==> src/sv/assert_macros.svh <==
// ----------------------------------------------------------------------------
// Assertion macros
// Shared concurrent assertion forms, clocked on clk_i, off during reset.
// ----------------------------------------------------------------------------
`ifndef ASSERT_MACROS_SVH
`define ASSERT_MACROS_SVH

// expression holds at every edge
`define ASSERT_ALWAYS(lbl, expr, msg) \
  lbl: assert property (@(posedge clk_i) disable iff (!rst_ni) (expr)) else $error(msg);

// consequent holds in the cycle after antecedent
`define ASSERT_NEXT(lbl, ante, cons, msg) \
  lbl: assert property (@(posedge clk_i) disable iff (!rst_ni) (ante) |=> (cons)) \
    else $error(msg);

// consequent holds in the same cycle as antecedent
`define ASSERT_SAME(lbl, ante, cons, msg) \
  lbl: assert property (@(posedge clk_i) disable iff (!rst_ni) (ante) |-> (cons)) \
    else $error(msg);

`endif

==> src/sv/dos_pkg.sv <==
// ----------------------------------------------------------------------------
// dos_pkg
// Types and constants of the DHCP option scanner.
// ----------------------------------------------------------------------------
package dos_pkg;

  localparam logic [7:0] OPT_PAD = 8'd0;
  localparam logic [7:0] OPT_END = 8'd255;

  localparam logic [1:0] REG_TARGET_CODE  = 2'd0;
  localparam logic [1:0] REG_SKIP_BYTES   = 2'd1;
  localparam logic [1:0] REG_EXACT_LENGTH = 2'd2;

  localparam logic [7:0] TARGET_CODE_RST  = 8'd53;

  localparam int unsigned FifoDepth = 4;
  localparam int unsigned FifoPtrW  = 2;
  localparam int unsigned FifoCntW  = 3;

  typedef enum logic [5:0] {
    PH_CODE     = 6'b000001,
    PH_SKIPLEN  = 6'b000010,
    PH_SKIPVAL  = 6'b000100,
    PH_MATCHLEN = 6'b001000,
    PH_VALUE    = 6'b010000,
    PH_DONE     = 6'b100000
  } phase_e;

  typedef enum logic [2:0] {
    KIND_VALUE    = 3'd0,
    KIND_FOUND    = 3'd1,
    KIND_NOTFOUND = 3'd2,
    KIND_CORRUPT  = 3'd3,
    KIND_BADLEN   = 3'd4
  } kind_e;

  typedef struct packed {
    kind_e      kind;
    logic [7:0] value_byte;
    logic [7:0] value_length;
  } result_t;

endpackage

==> src/sv/dhcp_option_scanner_top.sv <==
// ----------------------------------------------------------------------------
// dhcp_option_scanner_top
// Streaming DHCP option TLV scanner: finds one option code in the options
// payload and emits its value bytes followed by a status beat.
//
//   channel   | dir | beat contents
//   s_axis    | in  | one payload byte, tlast on the final byte
//   m_axis    | out | value byte or status (kind on tuser)
//   cfg       | in  | register write, no read-back
//
// One payload byte per cycle while s_axis_tready is high. The per-byte update
// is a phase register, an 8-bit down counter and combinational compare logic;
// results go into a 4-beat queue. A byte yielding two beats (last value byte
// plus status) writes both queue entries at once; s_axis_tready drops while
// the queue holds more than 2 beats. Reset is asynchronous and needs no
// clearing pass. Output stalls back up only through the queue.
// ----------------------------------------------------------------------------
`include "assert_macros.svh"

module dhcp_option_scanner_top
  import dos_pkg::*;
(
  input  logic        clk_i,
  input  logic        rst_ni,
  input  logic        cfg_we_i,
  input  logic [1:0]  cfg_idx_i,
  input  logic [7:0]  cfg_data_i,
  input  logic        s_axis_tvalid,
  output logic        s_axis_tready,
  input  logic [7:0]  s_axis_tdata,   // [7:0] payload_byte
  input  logic        s_axis_tlast,   // end_of_payload
  output logic        m_axis_tvalid,
  input  logic        m_axis_tready,
  output logic [15:0] m_axis_tdata,   // [7:0] value_byte, [15:8] value_length
  output logic [2:0]  m_axis_tuser    // [2:0] kind
);

  logic [7:0] target_code_q;
  logic [1:0] skip_bytes_q;
  logic [7:0] exact_length_q;

  phase_e     phase_q, phase_d;
  logic [7:0] bytes_left_q, bytes_left_d;
  logic [7:0] opt_len_q, opt_len_d;
  logic [1:0] skip_left_q, skip_left_d;
  logic       first_q, first_d;

  result_t    res0, res1;
  logic       push0, push1;

  result_t             fifo_q [FifoDepth];
  logic [FifoPtrW-1:0] wr_ptr_q, rd_ptr_q;
  logic [FifoCntW-1:0] cnt_q;
  logic                in_acc, out_acc;

  // config
  always_ff @(posedge clk_i or negedge rst_ni) begin
    if (!rst_ni) begin
      target_code_q  <= TARGET_CODE_RST;
      skip_bytes_q   <= '0;
      exact_length_q <= '0;
    end else if (cfg_we_i) begin
      case (cfg_idx_i)
        REG_TARGET_CODE:  target_code_q  <= cfg_data_i;
        REG_SKIP_BYTES:   skip_bytes_q   <= cfg_data_i[1:0];
        REG_EXACT_LENGTH: exact_length_q <= cfg_data_i;
        default: ;
      endcase
    end
  end

  assign in_acc  = s_axis_tvalid && s_axis_tready;
  assign out_acc = m_axis_tvalid && m_axis_tready;
  assign s_axis_tready = (cnt_q <= FifoCntW'(FifoDepth - 2));

  // per-byte scan step
  always_comb begin
    logic [7:0] b;
    logic       last;
    b    = s_axis_tdata;
    last = s_axis_tlast;
    phase_d      = phase_q;
    bytes_left_d = bytes_left_q;
    opt_len_d    = opt_len_q;
    skip_left_d  = skip_left_q;
    first_d      = 1'b0;
    res0  = '{kind: KIND_NOTFOUND, value_byte: 8'd0, value_length: 8'd0};
    res1  = '{kind: KIND_NOTFOUND, value_byte: 8'd0, value_length: 8'd0};
    push0 = 1'b0;
    push1 = 1'b0;
    case (phase_q)
      PH_CODE: begin
        if (b == OPT_PAD) begin
          push0 = last;
        end else if (b == OPT_END) begin
          push0   = 1'b1;
          phase_d = PH_DONE;
        end else if (b == target_code_q) begin
          if (last) begin
            push0     = 1'b1;
            res0.kind = first_q ? KIND_NOTFOUND : KIND_CORRUPT;
          end else begin
            phase_d = PH_MATCHLEN;
          end
        end else begin
          if (last) push0 = 1'b1;
          else phase_d = PH_SKIPLEN;
        end
      end
      PH_SKIPLEN: begin
        if (last) begin
          push0 = 1'b1;
        end else begin
          bytes_left_d = b;
          phase_d      = (b == 8'd0) ? PH_CODE : PH_SKIPVAL;
        end
      end
      PH_SKIPVAL: begin
        if (last) begin
          push0 = 1'b1;
        end else begin
          bytes_left_d = bytes_left_q - 8'd1;
          if (bytes_left_q == 8'd1) phase_d = PH_CODE;
        end
      end
      PH_MATCHLEN: begin
        if (last) begin
          push0     = 1'b1;
          res0.kind = KIND_CORRUPT;
        end else if ((exact_length_q != 8'd0 && b != exact_length_q) ||
                     (skip_bytes_q != 2'd0 && b <= {6'd0, skip_bytes_q})) begin
          push0     = 1'b1;
          res0.kind = KIND_BADLEN;
          phase_d   = PH_DONE;
        end else if (b == 8'd0) begin
          push0     = 1'b1;
          res0.kind = KIND_FOUND;
          phase_d   = PH_DONE;
        end else begin
          bytes_left_d = b;
          skip_left_d  = skip_bytes_q;
          opt_len_d    = b - {6'd0, skip_bytes_q};
          phase_d      = PH_VALUE;
        end
      end
      PH_VALUE: begin
        bytes_left_d = bytes_left_q - 8'd1;
        if (skip_left_q != 2'd0) begin
          skip_left_d = skip_left_q - 2'd1;
          if (bytes_left_q == 8'd1) begin
            push0     = 1'b1;
            res0.kind = KIND_FOUND;
            res0.value_length = opt_len_q;
            phase_d   = PH_DONE;
          end else if (last) begin
            push0     = 1'b1;
            res0.kind = KIND_CORRUPT;
          end
        end else begin
          push0           = 1'b1;
          res0.kind       = KIND_VALUE;
          res0.value_byte = b;
          if (bytes_left_q == 8'd1) begin
            push1     = 1'b1;
            res1.kind = KIND_FOUND;
            res1.value_length = opt_len_q;
            phase_d   = PH_DONE;
          end else if (last) begin
            push1     = 1'b1;
            res1.kind = KIND_CORRUPT;
          end
        end
      end
      default: ;
    endcase
    if (last) begin
      phase_d      = PH_CODE;
      bytes_left_d = '0;
      opt_len_d    = '0;
      skip_left_d  = '0;
      first_d      = 1'b1;
    end
  end

  always_ff @(posedge clk_i or negedge rst_ni) begin
    if (!rst_ni) begin
      phase_q      <= PH_CODE;
      bytes_left_q <= '0;
      opt_len_q    <= '0;
      skip_left_q  <= '0;
      first_q      <= 1'b1;
    end else if (in_acc) begin
      phase_q      <= phase_d;
      bytes_left_q <= bytes_left_d;
      opt_len_q    <= opt_len_d;
      skip_left_q  <= skip_left_d;
      first_q      <= first_d;
    end
  end

  // result queue
  always_ff @(posedge clk_i) begin
    if (in_acc && push0) fifo_q[wr_ptr_q] <= res0;
    if (in_acc && push1) fifo_q[wr_ptr_q + FifoPtrW'(1)] <= res1;
  end

  always_ff @(posedge clk_i or negedge rst_ni) begin
    if (!rst_ni) begin
      wr_ptr_q <= '0;
      rd_ptr_q <= '0;
      cnt_q    <= '0;
    end else begin
      wr_ptr_q <= wr_ptr_q + FifoPtrW'(in_acc & push0) + FifoPtrW'(in_acc & push1);
      rd_ptr_q <= rd_ptr_q + FifoPtrW'(out_acc);
      cnt_q    <= cnt_q + FifoCntW'(in_acc & push0) + FifoCntW'(in_acc & push1)
                  - FifoCntW'(out_acc);
    end
  end

  assign m_axis_tvalid = (cnt_q != '0);
  assign m_axis_tdata  = {fifo_q[rd_ptr_q].value_length, fifo_q[rd_ptr_q].value_byte};
  assign m_axis_tuser  = fifo_q[rd_ptr_q].kind;

  `ASSERT_ALWAYS(a_cnt_bound, cnt_q <= FifoCntW'(FifoDepth), "result queue overflow")
  `ASSERT_NEXT(a_last_rearm, in_acc && s_axis_tlast, phase_q == PH_CODE && first_q,
               "scanner not re-armed after final byte")
  `ASSERT_SAME(a_status_clean, m_axis_tvalid && m_axis_tuser != KIND_VALUE,
               m_axis_tdata[7:0] == 8'd0, "status beat carries a value byte")

endmodule

==> config.mk <==
export PLATFORM = sky130hd
export DESIGN_NAME = dhcp_option_scanner_top
export DESIGN_NICKNAME = d
export VERILOG_FILES = /design/src/sv/dos_pkg.sv /design/src/sv/dhcp_option_scanner_top.sv
export VERILOG_INCLUDE_DIRS = /design/src /design/src/sv
export SDC_FILE = /design/constraint.sdc
export NUM_CORES = 1
export LEC_CHECK = 0
export BUFFER_PORTS_ARGS = -buffer_cell sky130_fd_sc_hd__buf_2
export CAP_MARGIN = 5
export CORE_AREA = 5 5 112 114
export CTS_CLUSTER_DIAMETER = 150
export DETAILED_ROUTE_END_ITERATION = 8
export DIE_AREA = 0 0 117 119
export PLACE_DENSITY = 0.86
export SLEW_MARGIN = 20
export SYNTH_ARGS = -nofsm -noshare
export SYNTH_HDL_FRONTEND = slang
export SYNTH_SLANG_ARGS = --single-unit
==> constraint.sdc <==
create_clock -name clk_i -period 5.21 [get_ports clk_i]
set_clock_uncertainty 0.2 [all_clocks]
set_input_delay 1.563 -clock clk_i [delete_from_list [all_inputs] [get_ports clk_i]]
set_output_delay 1.563 -clock clk_i [all_outputs]
set_load 0.005 [all_outputs]
## Word-level counts from Yosys, hierarchy flattened

Memories as Yosys holds them, arrays and structs flattened.
Cells that the tools add are included.

- Add/sub/neg operators: 10
- $mul: 0
- Div/mod/pow operators: 0
- $lt $le $gt $ge: 2
- Eq/ne operators: 19
- Shift-type cells: 0
- Multiplexer cells: 58
- Bitwise gates (word level): 4
- Reductions and logical operators: 26

Operators with widths:

| operator | number |
|---|---|
| $mux 8 | 12 |
| $mux 6 | 7 |
| $pmux 6 s5 | 1 |
| $pmux 8 s3 | 1 |
| $mux 1 | 20 |
| $mux 2 | 9 |
| $ne 3x3->1 const B | 6 |
| $mux 16 | 1 |
| $reduce_and 5->1 | 2 |
| $mux 3 | 3 |
| $pmux 3 s3 | 1 |
| $eq 8x1->1 const B | 1 |
| $eq 8x8->1 | 1 |
| $eq 8x8->1 const B | 1 |
| $le 8x2->1 | 1 |
| $logic_not 8->1 | 1 |
| $ne 8x8->1 | 1 |
| $reduce_and 4->1 | 2 |
| $reduce_bool 8->1 | 1 |
| $sub 8x1->8 const B | 1 |
| $sub 8x2->8 | 1 |
| $add 2x1->2 | 3 |
| $add 3x1->3 | 2 |
| $eq 6x1->1 const B | 1 |
| other kinds (24) | 39 |

- Register bits after elaboration: 50
- Latch bits: 0
- Bits in writable memories: 76
- Memory bits (read-only): 0
- Input bits: 24
- Output and inout port bits: 21
- Logic and storage cells: 131
- Memories: 1

Memory list:

| memory | depth | bits a word | rd ports | clocked after Yosys merged registers in | write ports | RTL line | source |
|---|---|---|---|---|---|---|---|
| fifo_q | 4 | 19 | 1 | 0 | 2 | dhcp_option_scanner_top.sv:51 | `result_t fifo_q [FifoDepth];` |

## Longest topological paths before layout

- Depth in word-level cells: 10
- Depth in mapped cells: 14
- Gate-level depth less buffers: 13

## Worst setup path after synthesis

Ideal clock, no wire load.

- Kind: input to register
- Start point: input port s_axis_tdata[0]
- End point: register cnt_q[2]
- Library setup time: 0.123 ns
- Data arrival time: 4.707 ns
- Data required time: 4.887 ns
- Path slack: 0.180 ns
- Cell stages on the path: 14
- Buffers on the path: 1
- Cell sequence: clkbuf_1 -> inv_1 -> ha_1 -> inv_1 -> fa_1 -> a2111o_1 -> and2_4 -> a311oi_4 -> nor2_4 -> ha_1 -> inv_1 -> fa_1 -> fa_1 -> xnor2_1

- Cells in the longest elaborated chain, start to end: 10
- Elaborated cells between the ends (all ways): 17
- Classes of those cells: 3 x add/sub; 1 x order compare; 2 x eq/ne; 6 x mux; 1 x bitwise; 4 x reduce/logical

Ends and longest elaborated chain:

| item | RTL line | source |
|---|---|---|
| from (decl) | dhcp_option_scanner_top.sv:30 | `input logic [7:0] s_axis_tdata,` |
| $le 8x2->1 / $ne 8x8->1 (equally long branches) | dhcp_option_scanner_top.sv:131, dhcp_option_scanner_top.sv:130 |  |
| $logic_and 1x1->1 (on tied branches) | dhcp_option_scanner_top.sv:131, dhcp_option_scanner_top.sv:130 |  |
| $logic_or 1x1->1 | dhcp_option_scanner_top.sv:130 | `end else if ((exact_length_q != 8'd0 && b != exact_length_q) \|\|` |
| $mux 1 | dhcp_option_scanner_top.sv:130 |  |
| $mux 1 | dhcp_option_scanner_top.sv:127 | `if (last) begin` |
| $pmux 1 s4 * | dhcp_option_scanner_top.sv:91 | `case (phase_q)` |
| $and 1x1->1 * | dhcp_option_scanner_top.sv:215 | `cnt_q <= cnt_q + FifoCntW'(in_acc & push0) + FifoCntW'(in_acc & push1)` |
| $add 3x1->3 * (2 in a row) | dhcp_option_scanner_top.sv:215 |  |
| $sub 3x1->3 * | dhcp_option_scanner_top.sv:216 | `- FifoCntW'(out_acc);` |
| to (signal assigned) | dhcp_option_scanner_top.sv:215 |  |
| to (decl) | dhcp_option_scanner_top.sv:53 | `logic [FifoCntW-1:0] cnt_q;` |

Mark *: on every way between the ends. The rest lies on a longest branch, timed or not.
A chain may end at the register's enable or synchronous reset.

## Final worst setup path

Same ends and word-level chain as after synthesis.

==> flow_metrics.env <==
export IMPL_outcome="finished, final reports clean"
export IMPL_ctsLongestPathBuffers=2
export IMPL_r2r_setup_slack_ns=1.37
export IMPL_fp_dieH_um=119
export IMPL_place_hpwl_um=11000
export IMPL_grt_pass1_wl_um=26800
export IMPL_min_path_type="flop to flop"
export IMPL_criticalPathCategory="input port to flop"
export IMPL_dpl_cell_area_um2=7010
export IMPL_design_area_um2=7620
export IMPL_endpoint_kind="flop"
export IMPL_max_cap_violations=0
export IMPL_syn_num_nets=675
export IMPL_die_area_um2=13900
export IMPL_seqCellArea_um2=3180
export IMPL_synth_enable_flop_cells=40
export IMPL_syn_inst=639
export IMPL_start_kind="input port"
export IMPL_routabilityCongestion=0.936
export IMPL_antenna_found_initial=0
export IMPL_synthDistinctLibCells=70
export IMPL_tns_ns=0
export IMPL_hold_path_cell_count=2
export IMPL_fmax_mhz=217
export IMPL_max_slew_worst_pin_slew_ns=0.961
export IMPL_drc=0
export IMPL_critPathCapture="cnt_q[2]"
export IMPL_port_buffers=44
export IMPL_cts_root_buf="clkbuf_16"
export IMPL_numCtsBuffers=17
export IMPL_period_share=0.884
export IMPL_final_util=0.673
export IMPL_die_w_um=117
export IMPL_pre_cts_ws_ns=0.194
export IMPL_vdd_drop_max_v=0.000352
export IMPL_wl_per_cell_um=19.3
export IMPL_hold_violations=0
export IMPL_grt_max_degree=51
export IMPL_grt_util_all_layers=0.245
export IMPL_ys_async_sr_fraction=0.397
export IMPL_post_cts_buffers=0
export IMPL_arrival_ns=4.71
export IMPL_drive_gt1_frac=0.223
export IMPL_critical_path_peak_fanout=7
export IMPL_coreArea_um2=11300
export IMPL_maxSlewHeadroom=0.359
export IMPL_ios=45
export IMPL_seq_area_frac_synth=0.476
export IMPL_cts_hold_fix_buffers=0
export IMPL_drv_slew=0
export IMPL_grt_ovfl_total=0
export IMPL_cts_repair_resized=0
export IMPL_fillers=814
export IMPL_multi_input_area_um2=3260
export IMPL_ys_seq_elements=126
export IMPL_first_pass_iters=5
export IMPL_reg2regPathDepth=10
export IMPL_worstSkewPairLatency_ns=0.42
export IMPL_cts_clk_slew_worst_paths_ns=0.06
export IMPL_required_ns=5.31
export IMPL_syn_area_per_cell_um2=10.5
export IMPL_p_leak_nw=3.18
export IMPL_ant_nets=0
export IMPL_synthFlopType="dfrtp_1"
export IMPL_rows=39
export IMPL_start_util=0.591
export IMPL_critical_path_startpoint="s_axis_tdata[0]"
export IMPL_finalNonFillerCells=830
export IMPL_rsz0062_at_grt="false"
export IMPL_cts_tree="built"
export IMPL_grt_pass1_vias=5342
export IMPL_r2r_start="bytes_left_q[5]"
export IMPL_dp_cells=798
export IMPL_htreeDepth=4
export IMPL_vias=5191
export IMPL_area_delta_synth_final_pct=13.9
export IMPL_holdWs_ns=0.264
export IMPL_num_nets_final=710
export IMPL_synth_warnings=0
export IMPL_r2r_end="cnt_q[2]"
export IMPL_hold_start="first_q"
export IMPL_clock_sinks=126
export IMPL_viasPerCell=6.25
export IMPL_p_total_mw=3.42
export IMPL_syn_area_um2=6690
export IMPL_setup_viol_count_final=0
export IMPL_drt_total_wl_um=16000
export IMPL_drt_iter0_markers=548
export IMPL_n_antenna_cell=0
export IMPL_power_density_nw_per_um2=449
export IMPL_min_period_ns=4.61
export IMPL_setup_ws_ns=0.604
==> critical path: stages <==
cell,delay [ns]
buf_2,0.16
inv_1,0.10
ha_1,0.14
inv_1,0.06
fa_1,0.44
a2111o_1,0.42
and2_4,0.19
a311oi_4,0.36
nor2_4,0.05
ha_1,0.28
inv_1,0.05
fa_1,0.37
fa_1,0.39
xnor2_1,0.14
==> where the power goes <==
part	internal, mW	switching [mW]
clock network	0.723	0.450
registers	1.16	0.219
logic	0.409	0.454
total	2.29	1.12
==> synthesized netlist by cell type (all sizes together) (7+ instances only) <==
master | count | area (um2)
nor4 | 7 | 43.8
clkbuf | 37 | 139
nand4 | 7 | 43.8
nand2 | 60 | 225
a31oi | 7 | 43.8
nand2b | 11 | 68.8
and3 | 10 | 63.8
xor2 | 8 | 70.1
a22oi | 7 | 52.6
nor2 | 57 | 221
o31ai | 7 | 66.3
mux4 | 19 | 428
dfrtp | 44 | 1100
a21oi | 11 | 55.1
xnor2 | 21 | 184
mux2 | 18 | 203
nor3 | 25 | 125
nor2b | 17 | 106
ha | 8 | 100
nand3 | 26 | 130
o21ai | 45 | 225
inv | 18 | 67.6
dfxtp | 36 | 721
edfxtp | 40 | 1200
mux2i | 20 | 200
==> flip-flops by register name (all words and copies together) (netlist names) <==
signal and count:
fifo_q 76, bytes_left_q 8, exact_length_q 8, opt_len_q 8, target_code_q 8, phase_q 6
cnt_q 3, rd_ptr_q 2, skip_bytes_q 2, skip_left_q 2, wr_ptr_q 2, first_q 1
==> kinds of logic after synthesis <==
group | after synthesis | synth area share
xor+xnor | 29 | 0.0380
simple gates | 242 | 0.179
fa+ha+maj | 12 | 0.0270
compound gates | 113 | 0.119
mux | 57 | 0.124
buf+inv | 60 | 0.0369
flops | 126 | 0.476
==> layout by cell type, fill, tap and decap left out, types with 7 or more instances in the layout <==
cell	n
edfxtp_1	40
nor4_1	7
a22oi_1	7
nor3_1	25
a21oi_1	11
mux2_2	18
nand3_1	26
nor2_1	56
nor2b_1	17
nand2b_1	11
dfxtp_1	36
nand2_1	60
buf_2	43
mux4_2	19
inv_1	18
clkbuf_16	20
o21ai_0	42
and3_1	9
mux2i_1	20
ha_1	8
buf_4	15
xor2_1	8
xnor2_1	21
nand4_1	7
dfrtp_1	44
a31oi_1	7
==> routing by layer <==
metal | GRT usage | routed length [um] | vias to the layer above
met2 | 0.410 | 8130 | 227
met1 | 0.309 | 6540 | 2545
met4 | 0.0724 | 252 | 0
met3 | 0.0695 | 1120 | 34
li1 | - | - | 2385
met5 | 0 | 0 | -
==> final cells by class <==
cell class | instances | area share
clock buffer | 23 | 0.0698
clock inverter | 9 | 0.00871
inverter | 18 | 0.00887
multi-input combinational | 453 | 0.428
sequential | 126 | 0.418
tap | 143 | 0.0235
timing repair buffer | 58 | 0.0430
==> worst min-delay path by stage <==
| stage | to | slack, ns |
|---|---|---|
| final | first_q | 0.26 |
| after CTS | first_q | 0.26 |
| after global placement | fifo_q[3][11] | 0.25 |
| after global routing | fifo_q[2][10] | 0.29 |
| after detailed placement | first_q | 0.25 |
| after floorplan | fifo_q[2][10] | 0.24 |
Power figures use the tool's default switching activity.
